[src/rtl/gha_pkg.sv]
// ----------------------------------------------------------------------------
// gha_pkg: shared types and codes of the handle allocator
// status codes, request modes, field widths and the stack control bundle
// ----------------------------------------------------------------------------
package gha_pkg;

    localparam int GEN_W      = 16;
    localparam int STATUS_W   = 2;
    localparam int SLOT_OUT_W = 5;
    localparam int HSLOT_W    = 8;

    typedef logic [STATUS_W-1:0] t_status;

    localparam t_status ST_OK      = 2'd0;
    localparam t_status ST_FULL    = 2'd1;
    localparam t_status ST_INVALID = 2'd2;

    localparam logic MODE_ALLOC   = 1'b0;
    localparam logic MODE_RELEASE = 1'b1;

    // one free-stack operation per cycle at most
    typedef struct packed {
        logic pop;
        logic push;
    } t_stack_op;

endpackage

[src/rtl/generational_handle_allocator_top.sv]
// ----------------------------------------------------------------------------
// generational_handle_allocator_top: generational slot handle allocator
// allocates and releases slot handles (slot plus 16-bit generation)
// ----------------------------------------------------------------------------
// usage
//   request channel: i_valid / o_stall with i_mode, i_handle_slot and
//   i_handle_generation; a transfer happens on a rising edge with i_valid
//   high and o_stall low
//   result channel: o_valid / i_stall with o_status, o_slot_out and
//   o_generation_out; exactly one result per request, in request order
//   a request taken waits in the request stage; its result is registered
//   once the result register is free, and stays on the ports from then on
//   throughput: one request per cycle while results are not stalled, set by the
//   single request stage, which does stack pop/push and generation update
//   the generation table is read at request transfer (one registered port),
//   the free stack keeps the entry below its top prefetched
//   reset (synchronous, active low): all slots free, stack top is the
//   highest slot, generations zero, no slot live, both channels empty
//   stall: while i_stall holds a result, one more request can sit in the
//   request stage; after that o_stall rises until the result moves on
// ----------------------------------------------------------------------------
module generational_handle_allocator_top import gha_pkg::*; #(
    parameter int SLOTS = 32
) (
    input  logic                  i_clk,
    input  logic                  i_rst_n,
    // request channel
    input  logic                  i_valid,
    output logic                  o_stall,
    input  logic                  i_mode,
    input  logic [HSLOT_W-1:0]    i_handle_slot,
    input  logic [GEN_W-1:0]      i_handle_generation,
    // result channel
    output logic                  o_valid,
    input  logic                  i_stall,
    output logic [STATUS_W-1:0]   o_status,
    output logic [SLOT_OUT_W-1:0] o_slot_out,
    output logic [GEN_W-1:0]      o_generation_out
);

    localparam int SW = $clog2(SLOTS);

    // request stage
    logic             r_v;
    logic             r_mode;
    logic [SW-1:0]    r_slot;
    logic             r_in_range;
    logic [GEN_W-1:0] r_hgen;

    // generation table and its read port
    logic [GEN_W-1:0] r_gen_mem [SLOTS];
    logic [GEN_W-1:0] r_gen_rd;
    logic             r_gen_fwd;
    logic [GEN_W-1:0] r_gen_fwd_data;
    logic [SLOTS-1:0] r_live;

    // result register
    logic             r_ov;
    t_status          r_status;
    logic [SLOT_OUT_W-1:0] r_slot_out;
    logic [GEN_W-1:0] r_gen_out;

    logic             accept;
    logic             adv;
    logic [SW-1:0]    rd_idx;
    logic [GEN_W-1:0] cur_gen;
    logic             gen_we;
    logic [SW-1:0]    gen_waddr;
    logic [GEN_W-1:0] gen_wdata;
    t_status          n_status;
    logic [SLOT_OUT_W-1:0] n_slot_out;
    logic [GEN_W-1:0] n_gen_out;

    t_stack_op        stack_op;
    logic [SW-1:0]    top_slot;
    logic [GEN_W-1:0] top_gen;
    logic             stack_empty;

    // handshake: the request stage moves on whenever the result register
    // is empty or its result is being taken
    assign adv     = r_v && (!r_ov || !i_stall);
    assign o_stall = r_v && !adv;
    assign accept  = i_valid && !o_stall;
    assign rd_idx  = i_handle_slot[SW-1:0];

    assign o_valid          = r_ov;
    assign o_status         = r_status;
    assign o_slot_out       = r_slot_out;
    assign o_generation_out = r_gen_out;

    // generation read at transfer, with the write of the same edge forwarded
    assign cur_gen = r_gen_fwd ? r_gen_fwd_data : r_gen_rd;

    gha_free_stack #(
        .SLOTS (SLOTS)
    ) u_free_stack (
        .i_clk       (i_clk),
        .i_rst_n     (i_rst_n),
        .i_op        (stack_op),
        .i_push_slot (r_slot),
        .i_push_gen  (r_hgen),
        .o_top_slot  (top_slot),
        .o_top_gen   (top_gen),
        .o_empty     (stack_empty)
    );

    // request evaluation; a free slot carries its generation on the stack,
    // so an allocate never has to read the generation table
    always_comb begin
        stack_op   = '0;
        gen_we     = 1'b0;
        gen_waddr  = top_slot;
        gen_wdata  = top_gen + GEN_W'(1);
        n_status   = ST_OK;
        n_slot_out = '0;
        n_gen_out  = '0;
        if (r_mode == MODE_ALLOC) begin
            if (stack_empty) begin
                n_status = ST_FULL;
            end else begin
                n_slot_out   = SLOT_OUT_W'(top_slot);
                n_gen_out    = gen_wdata;
                stack_op.pop = adv;
                gen_we       = adv;
            end
        end else begin
            if (!r_in_range) begin
                n_status = ST_INVALID;
            end else if (!r_live[r_slot] || (cur_gen != r_hgen)) begin
                // stale handle, double release or never allocated
                n_status = ST_INVALID;
            end else begin
                stack_op.push = adv;
            end
        end
    end

    always_ff @(posedge i_clk) begin
        if (!i_rst_n) begin
            r_v    <= 1'b0;
            r_ov   <= 1'b0;
            r_live <= '0;
        end else begin
            if (accept) begin
                r_v <= 1'b1;
            end else if (adv) begin
                r_v <= 1'b0;
            end
            if (adv) begin
                r_ov <= 1'b1;
            end else if (!i_stall) begin
                r_ov <= 1'b0;
            end
            if (gen_we) begin
                r_live[gen_waddr] <= 1'b1;
            end
            if (stack_op.push) begin
                r_live[r_slot] <= 1'b0;
            end
        end
    end

    // request and result payload
    always_ff @(posedge i_clk) begin
        if (accept) begin
            r_mode         <= i_mode;
            r_slot         <= rd_idx;
            r_in_range     <= ({1'b0, i_handle_slot} < (HSLOT_W + 1)'(SLOTS));
            r_hgen         <= i_handle_generation;
            r_gen_fwd      <= gen_we && (gen_waddr == rd_idx);
            r_gen_fwd_data <= gen_wdata;
        end
        if (adv) begin
            r_status   <= n_status;
            r_slot_out <= n_slot_out;
            r_gen_out  <= n_gen_out;
        end
    end

    // generation table, read-first, registered read
    always_ff @(posedge i_clk) begin
        if (gen_we) begin
            r_gen_mem[gen_waddr] <= gen_wdata;
        end
        if (accept) begin
            r_gen_rd <= r_gen_mem[rd_idx];
        end
    end

endmodule

[src/rtl/gha_free_stack.sv]
// ----------------------------------------------------------------------------
// gha_free_stack: free-slot stack
// top entry held in registers, lower entries in a memory with one
// registered read port that always prefetches the entry below the top
// ----------------------------------------------------------------------------
module gha_free_stack import gha_pkg::*; #(
    parameter int SLOTS = 32
) (
    input  logic                     i_clk,
    input  logic                     i_rst_n,
    input  t_stack_op                i_op,
    input  logic [$clog2(SLOTS)-1:0] i_push_slot,
    input  logic [GEN_W-1:0]         i_push_gen,
    output logic [$clog2(SLOTS)-1:0] o_top_slot,
    output logic [GEN_W-1:0]         o_top_gen,
    output logic                     o_empty
);

    localparam int SW = $clog2(SLOTS);
    localparam int CW = $clog2(SLOTS + 1);
    localparam int EW = SW + GEN_W;

    logic [CW-1:0]    r_count;
    logic [CW-1:0]    n_count;
    logic [SW-1:0]    r_top_slot;
    logic [SW-1:0]    n_top_slot;
    logic [GEN_W-1:0] r_top_gen;
    logic [GEN_W-1:0] n_top_gen;

    logic [EW-1:0]    r_mem [SLOTS];
    logic [EW-1:0]    r_mem_rd;
    logic [SLOTS-1:0] r_filled;

    logic             r_sec_fwd;
    logic             r_sec_filled;
    logic [SW-1:0]    r_sec_addr;
    logic [EW-1:0]    r_sec_wdata;

    logic             we;
    logic [SW-1:0]    waddr;
    logic [EW-1:0]    wdata;
    logic [SW-1:0]    rd_addr;
    logic [EW-1:0]    second;

    assign o_top_slot = r_top_slot;
    assign o_top_gen  = r_top_gen;
    assign o_empty    = (r_count == '0);

    // entry below the top; a never-written entry reads as its own slot, generation zero
    always_comb begin
        if (r_sec_fwd) begin
            second = r_sec_wdata;
        end else if (r_sec_filled) begin
            second = r_mem_rd;
        end else begin
            second = {r_sec_addr, GEN_W'(0)};
        end
    end

    always_comb begin
        n_count    = r_count;
        n_top_slot = r_top_slot;
        n_top_gen  = r_top_gen;
        we         = 1'b0;
        waddr      = SW'(r_count - CW'(1));
        wdata      = {r_top_slot, r_top_gen};
        if (i_op.pop) begin
            n_count    = r_count - CW'(1);
            n_top_slot = second[EW-1:GEN_W];
            n_top_gen  = second[GEN_W-1:0];
        end else if (i_op.push) begin
            n_count    = r_count + CW'(1);
            n_top_slot = i_push_slot;
            n_top_gen  = i_push_gen;
            // old top moves down into the memory
            we         = (r_count != '0);
        end
        rd_addr = (n_count >= CW'(2)) ? SW'(n_count - CW'(2)) : '0;
    end

    always_ff @(posedge i_clk) begin
        if (!i_rst_n) begin
            r_count      <= CW'(SLOTS);
            r_top_slot   <= SW'(SLOTS - 1);
            r_top_gen    <= '0;
            r_filled     <= '0;
            r_sec_fwd    <= 1'b0;
            r_sec_filled <= 1'b0;
            r_sec_addr   <= SW'(SLOTS - 2);
        end else begin
            r_count      <= n_count;
            r_top_slot   <= n_top_slot;
            r_top_gen    <= n_top_gen;
            if (we) begin
                r_filled[waddr] <= 1'b1;
            end
            r_sec_fwd    <= we && (waddr == rd_addr);
            r_sec_filled <= r_filled[rd_addr];
            r_sec_addr   <= rd_addr;
        end
    end

    always_ff @(posedge i_clk) begin
        r_sec_wdata <= wdata;
    end

    // stack memory, read-first, registered read
    always_ff @(posedge i_clk) begin
        if (we) begin
            r_mem[waddr] <= wdata;
        end
        r_mem_rd <= r_mem[rd_addr];
    end

endmodule

[config.mk]
export PLATFORM = sky130hd
export DESIGN_NAME = generational_handle_allocator_top
export DESIGN_NICKNAME = d
export VERILOG_FILES = /design/src/rtl/gha_pkg.sv /design/src/rtl/generational_handle_allocator_top.sv /design/src/rtl/gha_free_stack.sv
export SDC_FILE = /design/constraint.sdc
export NUM_CORES = 2
export LEC_CHECK = 0
export ABC_AREA = 1
export BUFFER_PORTS_ARGS = -buffer_cell sky130_fd_sc_hd__buf_2
export CAP_MARGIN = 0
export CORE_ASPECT_RATIO = 0.75
export CORE_UTILIZATION = 35
export DETAILED_ROUTE_END_ITERATION = 16
export PLACE_DENSITY = 0.63
export SYNTH_ARGS = -nofsm -noshare
export SYNTH_HDL_FRONTEND = slang
export SYNTH_SLANG_ARGS = --single-unit
[constraint.sdc]
create_clock -name i_clk -period 4.7 [get_ports i_clk]
set_clock_uncertainty 0.05 [all_clocks]
set_input_delay 0.47 -clock i_clk [delete_from_list [all_inputs] [get_ports i_clk]]
set_output_delay 0.47 -clock i_clk [all_outputs]
set_load 0.005 [all_outputs]
Word level (Yosys, flattened, before mapping)
Memory sizes are Yosys's and may differ from the RTL's. A register that Yosys moved wholly into a read port is not among the register bits.
Index checks and enable logic that the tools add are counted.
Widths: inputs -> output; s select.
- add/subtract/negate cells: 4
- order comparisons: 9
- eq/ne operators: 4
- mux-type cells: 42
- bitwise logic cells: 4
- reductions and logical operators: 20
- operator list (operator ; number):
    $mux 32 ; 3
    $or 32x32->32 ; 2
    $mux 16 ; 3
    $mux 21 ; 2
    $and 32x32->32 ; 1
    $not 32->32 ; 1
    $lt 5x6->1 const B ; 4
    $mux 1 ; 21
    $add 16x1->16 const B ; 1
    $ne 16x16->1 ; 1
    $demux 1 s5 ; 3
    $ge 5x1->1 const B ; 3
    $mux 5 ; 3
    $mux 6 ; 2
    $bmux 1 s5 ; 2
    $eq 5x5->1 ; 2
    $logic_and 1x1->1 ; 8
    $lt 8x6->1 const B ; 1
    $add 6x1->6 const B ; 1
    $ge 6x2->1 const B ; 1
    $logic_not 6->1 ; 1
    $mux 2 ; 3
    $reduce_bool 6->1 ; 1
    $sub 6x1->6 const B ; 1
    6 further kinds ; 12
- register bits after elaboration: 184
- RAM bits: 1184
- bits of input ports: 29
- output and inout bits: 25
- word-level logic and storage cells: 105
- memories: 2
- memory list (memory ; depth ; bits a word ; read ports ; clocked after Yosys merged registers in ; wr ports ; line ; text):
    u_free_stack.r_mem ; 32 ; 21 ; 1 ; 1 ; 1 ; gha_free_stack.sv:30 ; logic [EW-1:0] r_mem [SLOTS];
    r_gen_mem ; 32 ; 16 ; 1 ; 1 ; 1 ; generational_handle_allocator_top.sv:51 ; logic [GEN_W-1:0] r_gen_mem [SLOTS];

Depth between registers and ports, before layout
- word-level depth: 13
- gate-level depth with buffers: 30
- gate-level depth less buffers: 26

By module
From an unflattened synthesis, not the netlist that was laid out.
- cells, all modules: 5334
- area total of the unflattened synthesis: 59233.1 um^2
- modules (own cells, without submodules) (module ; times used ; cells each ; area an instance (um^2) ; sequential area each (um^2)):
    gha_free_stack ; 1 ; 3139 ; 33428.3 ; 22341.4
    generational_handle_allocator_top ; 1 ; 2195 ; 25804.7 ; 18427.7

Worst setup path before layout
OpenSTA, ideal clock, no wires.
- path kind: input port to flip-flop
- start point: input port i_stall
- end point: register u_free_stack.r_sec_filled
- library setup time: 0.112 ns
- data arrival time: 4.557 ns
- data required time: 4.538 ns
- setup slack: -0.019 ns
- stages: 22
- path buffers: 3
- path through: nand2_1 -> inv_1 -> nor2_1 -> inv_1 -> nor2_1 -> clkinv_1 -> nor3_4 -> inv_2 -> or2_1 -> nand3_2 -> buf_1 -> ha_1 -> inv_1 -> nand2_4 -> inv_2 -> buf_2 -> buf_2 -> nand3_1 -> nand3_1 -> nand2_1 -> nand2_1 -> nand2_1
- word-level cells in the longest chain between the ends: 12
- elaborated cells on any way between the ends: 15
- those cells by class: add/sub: 1; order compare: 1; mux: 10; reduce/logical: 3
- RTL lines (item ; line ; text):
    start: declaration ; generational_handle_allocator_top.sv:35 ; input logic i_stall,
    $logic_not 1->1 * ; n/a ;
    $logic_or 1x1->1 * ; generational_handle_allocator_top.sv:81 ; assign adv = r_v && (!r_ov || !i_stall);
    $logic_and 1x1->1 * ; generational_handle_allocator_top.sv:81 ;
    via adv ; generational_handle_allocator_top.sv:64 ; logic adv;
    $mux 1 ; generational_handle_allocator_top.sv:129 ; end else if (!r_live[r_slot] || (cur_gen != r_hgen)) begin
    $mux 1 ; generational_handle_allocator_top.sv:127 ; if (!r_in_range) begin
    $mux 1 ; generational_handle_allocator_top.sv:117 ; if (r_mode == MODE_ALLOC) begin
    $mux 6 ; gha_free_stack.sv:71 ; end else if (i_op.push) begin
    $mux 6 * ; gha_free_stack.sv:67 ; if (i_op.pop) begin
    $sub 5x2->5 or $ge 6x2->1 (tied branches) ; gha_free_stack.sv:78 ; rd_addr = (n_count >= CW'(2)) ? SW'(n_count - CW'(2)) : '0;
    $mux 5 * ; gha_free_stack.sv:78 ;
    $bmux 1 s5 * ; gha_free_stack.sv:98 ; r_sec_filled <= r_filled[rd_addr];
    $mux 1 (implied by the code) * ; gha_free_stack.sv:98 ;
    end signal: assignment ; gha_free_stack.sv:98 ;
    end: declaration ; gha_free_stack.sv:35 ; logic r_sec_filled;
Mark *: on every way through the listed nets, which the timed path passes. The rest lies on a longest branch. The select of a mux whose other input is x is not followed.
A chain may end at the register's enable or synchronous reset.

Final worst setup path
- start point: register r_gen_fwd
- end point: register u_free_stack.r_mem_rd[10], read port of u_free_stack.r_mem
- word-level cells in the longest chain between the ends: 10
- elaborated cells on any way between the ends: 11
- those cells by class: add/sub: 1; order compare: 1; eq/ne: 1; mux: 7; reduce/logical: 1
- RTL lines (item ; line ; text):
    start: declaration ; generational_handle_allocator_top.sv:53 ; logic r_gen_fwd;
    start signal: assignment ; generational_handle_allocator_top.sv:170 ; r_gen_fwd <= gen_we && (gen_waddr == rd_idx);
    $mux 16 * ; generational_handle_allocator_top.sv:92 ; assign cur_gen = r_gen_fwd ? r_gen_fwd_data : r_gen_rd;
    $ne 16x16->1 * ; generational_handle_allocator_top.sv:129 ;
    $logic_or 1x1->1 * ; generational_handle_allocator_top.sv:129 ;
    $mux 1 * ; generational_handle_allocator_top.sv:129 ;
    $mux 1 * ; generational_handle_allocator_top.sv:127 ;
    $mux 1 * ; generational_handle_allocator_top.sv:117 ;
    $mux 6 * ; gha_free_stack.sv:71 ;
    $mux 6 * ; gha_free_stack.sv:67 ;
    $sub 5x2->5 or $ge 6x2->1 (tied branches) ; gha_free_stack.sv:78 ;
    $mux 5 * ; gha_free_stack.sv:78 ;
    end: declaration ; gha_free_stack.sv:31 ; logic [EW-1:0] r_mem_rd;
Mark *: on every way between the ends. The rest lies on a longest branch, timed or not.

==> out/results.ini <==
[run_status]
outcome=finished clean

[yosys]
async_flop_share_pct=0
netlist_instances=5226
yosys.area.top_type=edfxtp_1
synth_cell_types=48
post-synth-top-count-cell=edfxtp_1
synth_warnings=0
synth_seq_cells=1405
syn-num-nets=5262
syn_area_sq_um=58900
synth_flop_cell=edfxtp_1
netlist_top_cells_area=edfxtp_1, nand3_1, dfxtp_1
synth_edf_count=1263
ys_seq_area_share_pct=69.3
synth_common_cells=edfxtp_1, nand3_1, nand2_1
avgSynthCellArea_sq_um=11.3
synth_top_area_share_pct=64.4

[route]
viasPerCell=5.40
wirelength_mm=182
first_pass_iters=6
first_iter_violations=6168
vias=41366
wire_per_inst_microns=23.7
drc=0
ant_nets=0

[worst_setup_path]
crit_path_start=r_gen_fwd
end_kind=register
crit_required_ns=5.30
crit_path_start_kind=register
reg2reg_from=r_gen_fwd
path_class=reg -> reg
crit_arrival_ns=5.12
crit_top_cell=nand2_1
max_stage_delay_ns=0.46
crit_family=simple AND/OR/NAND/NOR gates
crit_buf_inv=4
crit_slowest_cell=edfxtp_1
path_max_fanout=32

[timing]
tns_ns=0
rsz0062_at_grt=no
fin_crit_ns=4.52
drv_slew=0
tightest_slew_ns=1.40
fin_crit_sh_pct=96.1
setup_slack_ns=0.184
slew_headroom_pct=5.80
hold_violations=0
max_freq_ghz=0.221
setup_viol=0

[hold_path]
holdCritPathClass=in -> reg
hp-start=i_handle_slot[0]

[global_routing]
grt_pass1_wl_mm=262
overflow=0
grt_use_total_pct=20.9
grt_max_degree=171
grt_pass1_vias=37659
antenna_found_initial=6

[finish]
final_net_count=5358
area_growth_syn_to_layout_pct=13.9
drive_above_1_share_pct=12.3
fin_area_sq_um=67000

[floorplan]
io_pins=54
die_w_microns=476
row_count=129
fp.dieH_microns=357
dieArea_sq_um=170000
initial_utilization_pct=35.5
coreArea_sq_um=166000

[clock_tree]
clkTransAtPathRegs_ns=0.07
cts_buffers=133
clock-sinks=1405
clk_latency_ns=0.77
clockBufferDepth=3
tritoncts=done
root_buffer=clkbuf_16
htreeDepth=4

[place]
placement.io_buffers=53
place_ws_ns=0.160
dpl-instance-area_sq_um=62500
hpwl_mm=105
gp_congestion=0.908

[pwr]
pwr-share-comb_pct=14.1
p_per_area_nw_per_um2=424
sw_frac_of_total_pct=27.8
power_leakage_uw=0.0251
internal_power_uw=20500
p_seq_share_pct=49.0
switching_power_uw=7900
vdd_drop_max_v=0.000313
p_clk_share_pct=37.0

[job]
cap_violations=0

==> power groups by stage <==
stage               Combinational [uW]  Clock (uW)  Sequential, uW
CTS                               3840       10600           13900
detailed placement                3810           0           14200
finish                            4000       10500           13900
global route                      4270       11100           13900
floorplan                         2310           0           14000
global placement                  3810           0           14200
==> state kept, by name (all words and copies together) (netlist names), 6 cells and up <==
name                      flops
r_hgen                       16
o_generation_out             16
r_gen_rd                     16
r_gen_fwd_data               16
r_gen_mem                   512
u_free_stack.r_sec_wdata     21
u_free_stack.o_top_gen       16
r_live                       32
u_free_stack.r_filled        32
u_free_stack.r_mem_rd        21
u_free_stack.r_count          6
u_free_stack.r_mem          672
==> kinds of logic after synthesis <==
logic type / Yosys count / share of synthesized area [%]
adders and majority gates: 7 / 0.149
AOI/OAI and AO/OA: 623 / 6.80
buffers and inverters: 878 / 6.11
xor gates and xnor gates: 19 / 0.283
and+or+nand+nor: 2294 / 17.4
DFF: 1405 / 69.3
==> per-layer routing <==
layer / global-route usage, % / up-vias / share of wire [%]
met4: 6.39 / 2 / 2.7
li1: - / 18411 / -
met2: 29.9 / 2261 / 43
met5: 0 / - / 0.0061
met3: 4.71 / 271 / 11
met1: 31.1 / 20421 / 43
==> layout by cell type, fill, tap and decap left out, types with 4 or more instances in the layout <==
cell type,instances
nand2_1,700
buf_2,51
inv_6,10
or2_2,110
nor3_1,17
xor2_2,6
buf_4,180
o21ai_0,297
o211ai_1,38
nand4_1,12
buf_12,22
clkinv_1,19
dlygate4sd3_1,21
dfxtp_1,135
a32oi_1,15
clkbuf_16,137
nor2_1,562
o2111ai_1,66
ha_1,7
nand2_4,4
clkinvlp_4,5
xnor2_1,5
edfxtp_1,1263
nand3_1,709
o221ai_1,105
o21ai_1,25
a31oi_1,32
nor2_2,73
clkinv_2,19
xor2_1,7
dfxtp_2,7
clkinv_8,4
bufinv_16,7
nand3b_1,90
inv_1,539
nor4_1,4
clkbuf_1,43
a21oi_1,11
o22ai_1,28
inv_2,10
==> final cells by class <==
type | count | area, sq um
clock buffer | 181 | 3580
inverter | 556 | 2110
timing repair buffer | 280 | 2400
clock inverter | 59 | 541
sequential | 1405 | 40800
tap | 2227 | 2790
antenna | 1 | 2.50
multi-input combinational | 2946 | 14800
fill | 15730 | 98900
==> final timing paths <==
kind / to / slack, ns / cells after the start
worst min register to register: u_free_stack.r_filled[13] / 0.41 / 2
worst max-delay path: u_free_stack.r_mem_rd[10] / 0.18 / 26
worst min-delay path: r_slot[0] / 0.10 / 1
worst max register to register: u_free_stack.r_mem_rd[10] / 0.18 / 26
==> through the flow <==
stage / cells / total power, uW / utilization [%] / hold slack, ns
after global placement: 7382 / 18000 / 37.7 / 0.392
final: 7655 / 28400 / 40.4 / 0.101
after CTS: 7643 / 28400 / 40.3 / 0.0670
after detailed placement: 7382 / 18000 / 37.7 / 0.401
after floorplan: 5226 / 16300 / - / 0.381
after global routing: 7654 / 29300 / 40.4 / 0.0870
==> repair_timing <==
item | CTS | global route
gates resized for setup | 0 | 7
hold endpoints to repair | 20 | 0
hold buffers | 21 | 0
setup buffers | 0 | 6
setup endpoints to repair | 0 | 10
No activity file was read; power rests on OpenSTA's default activity.
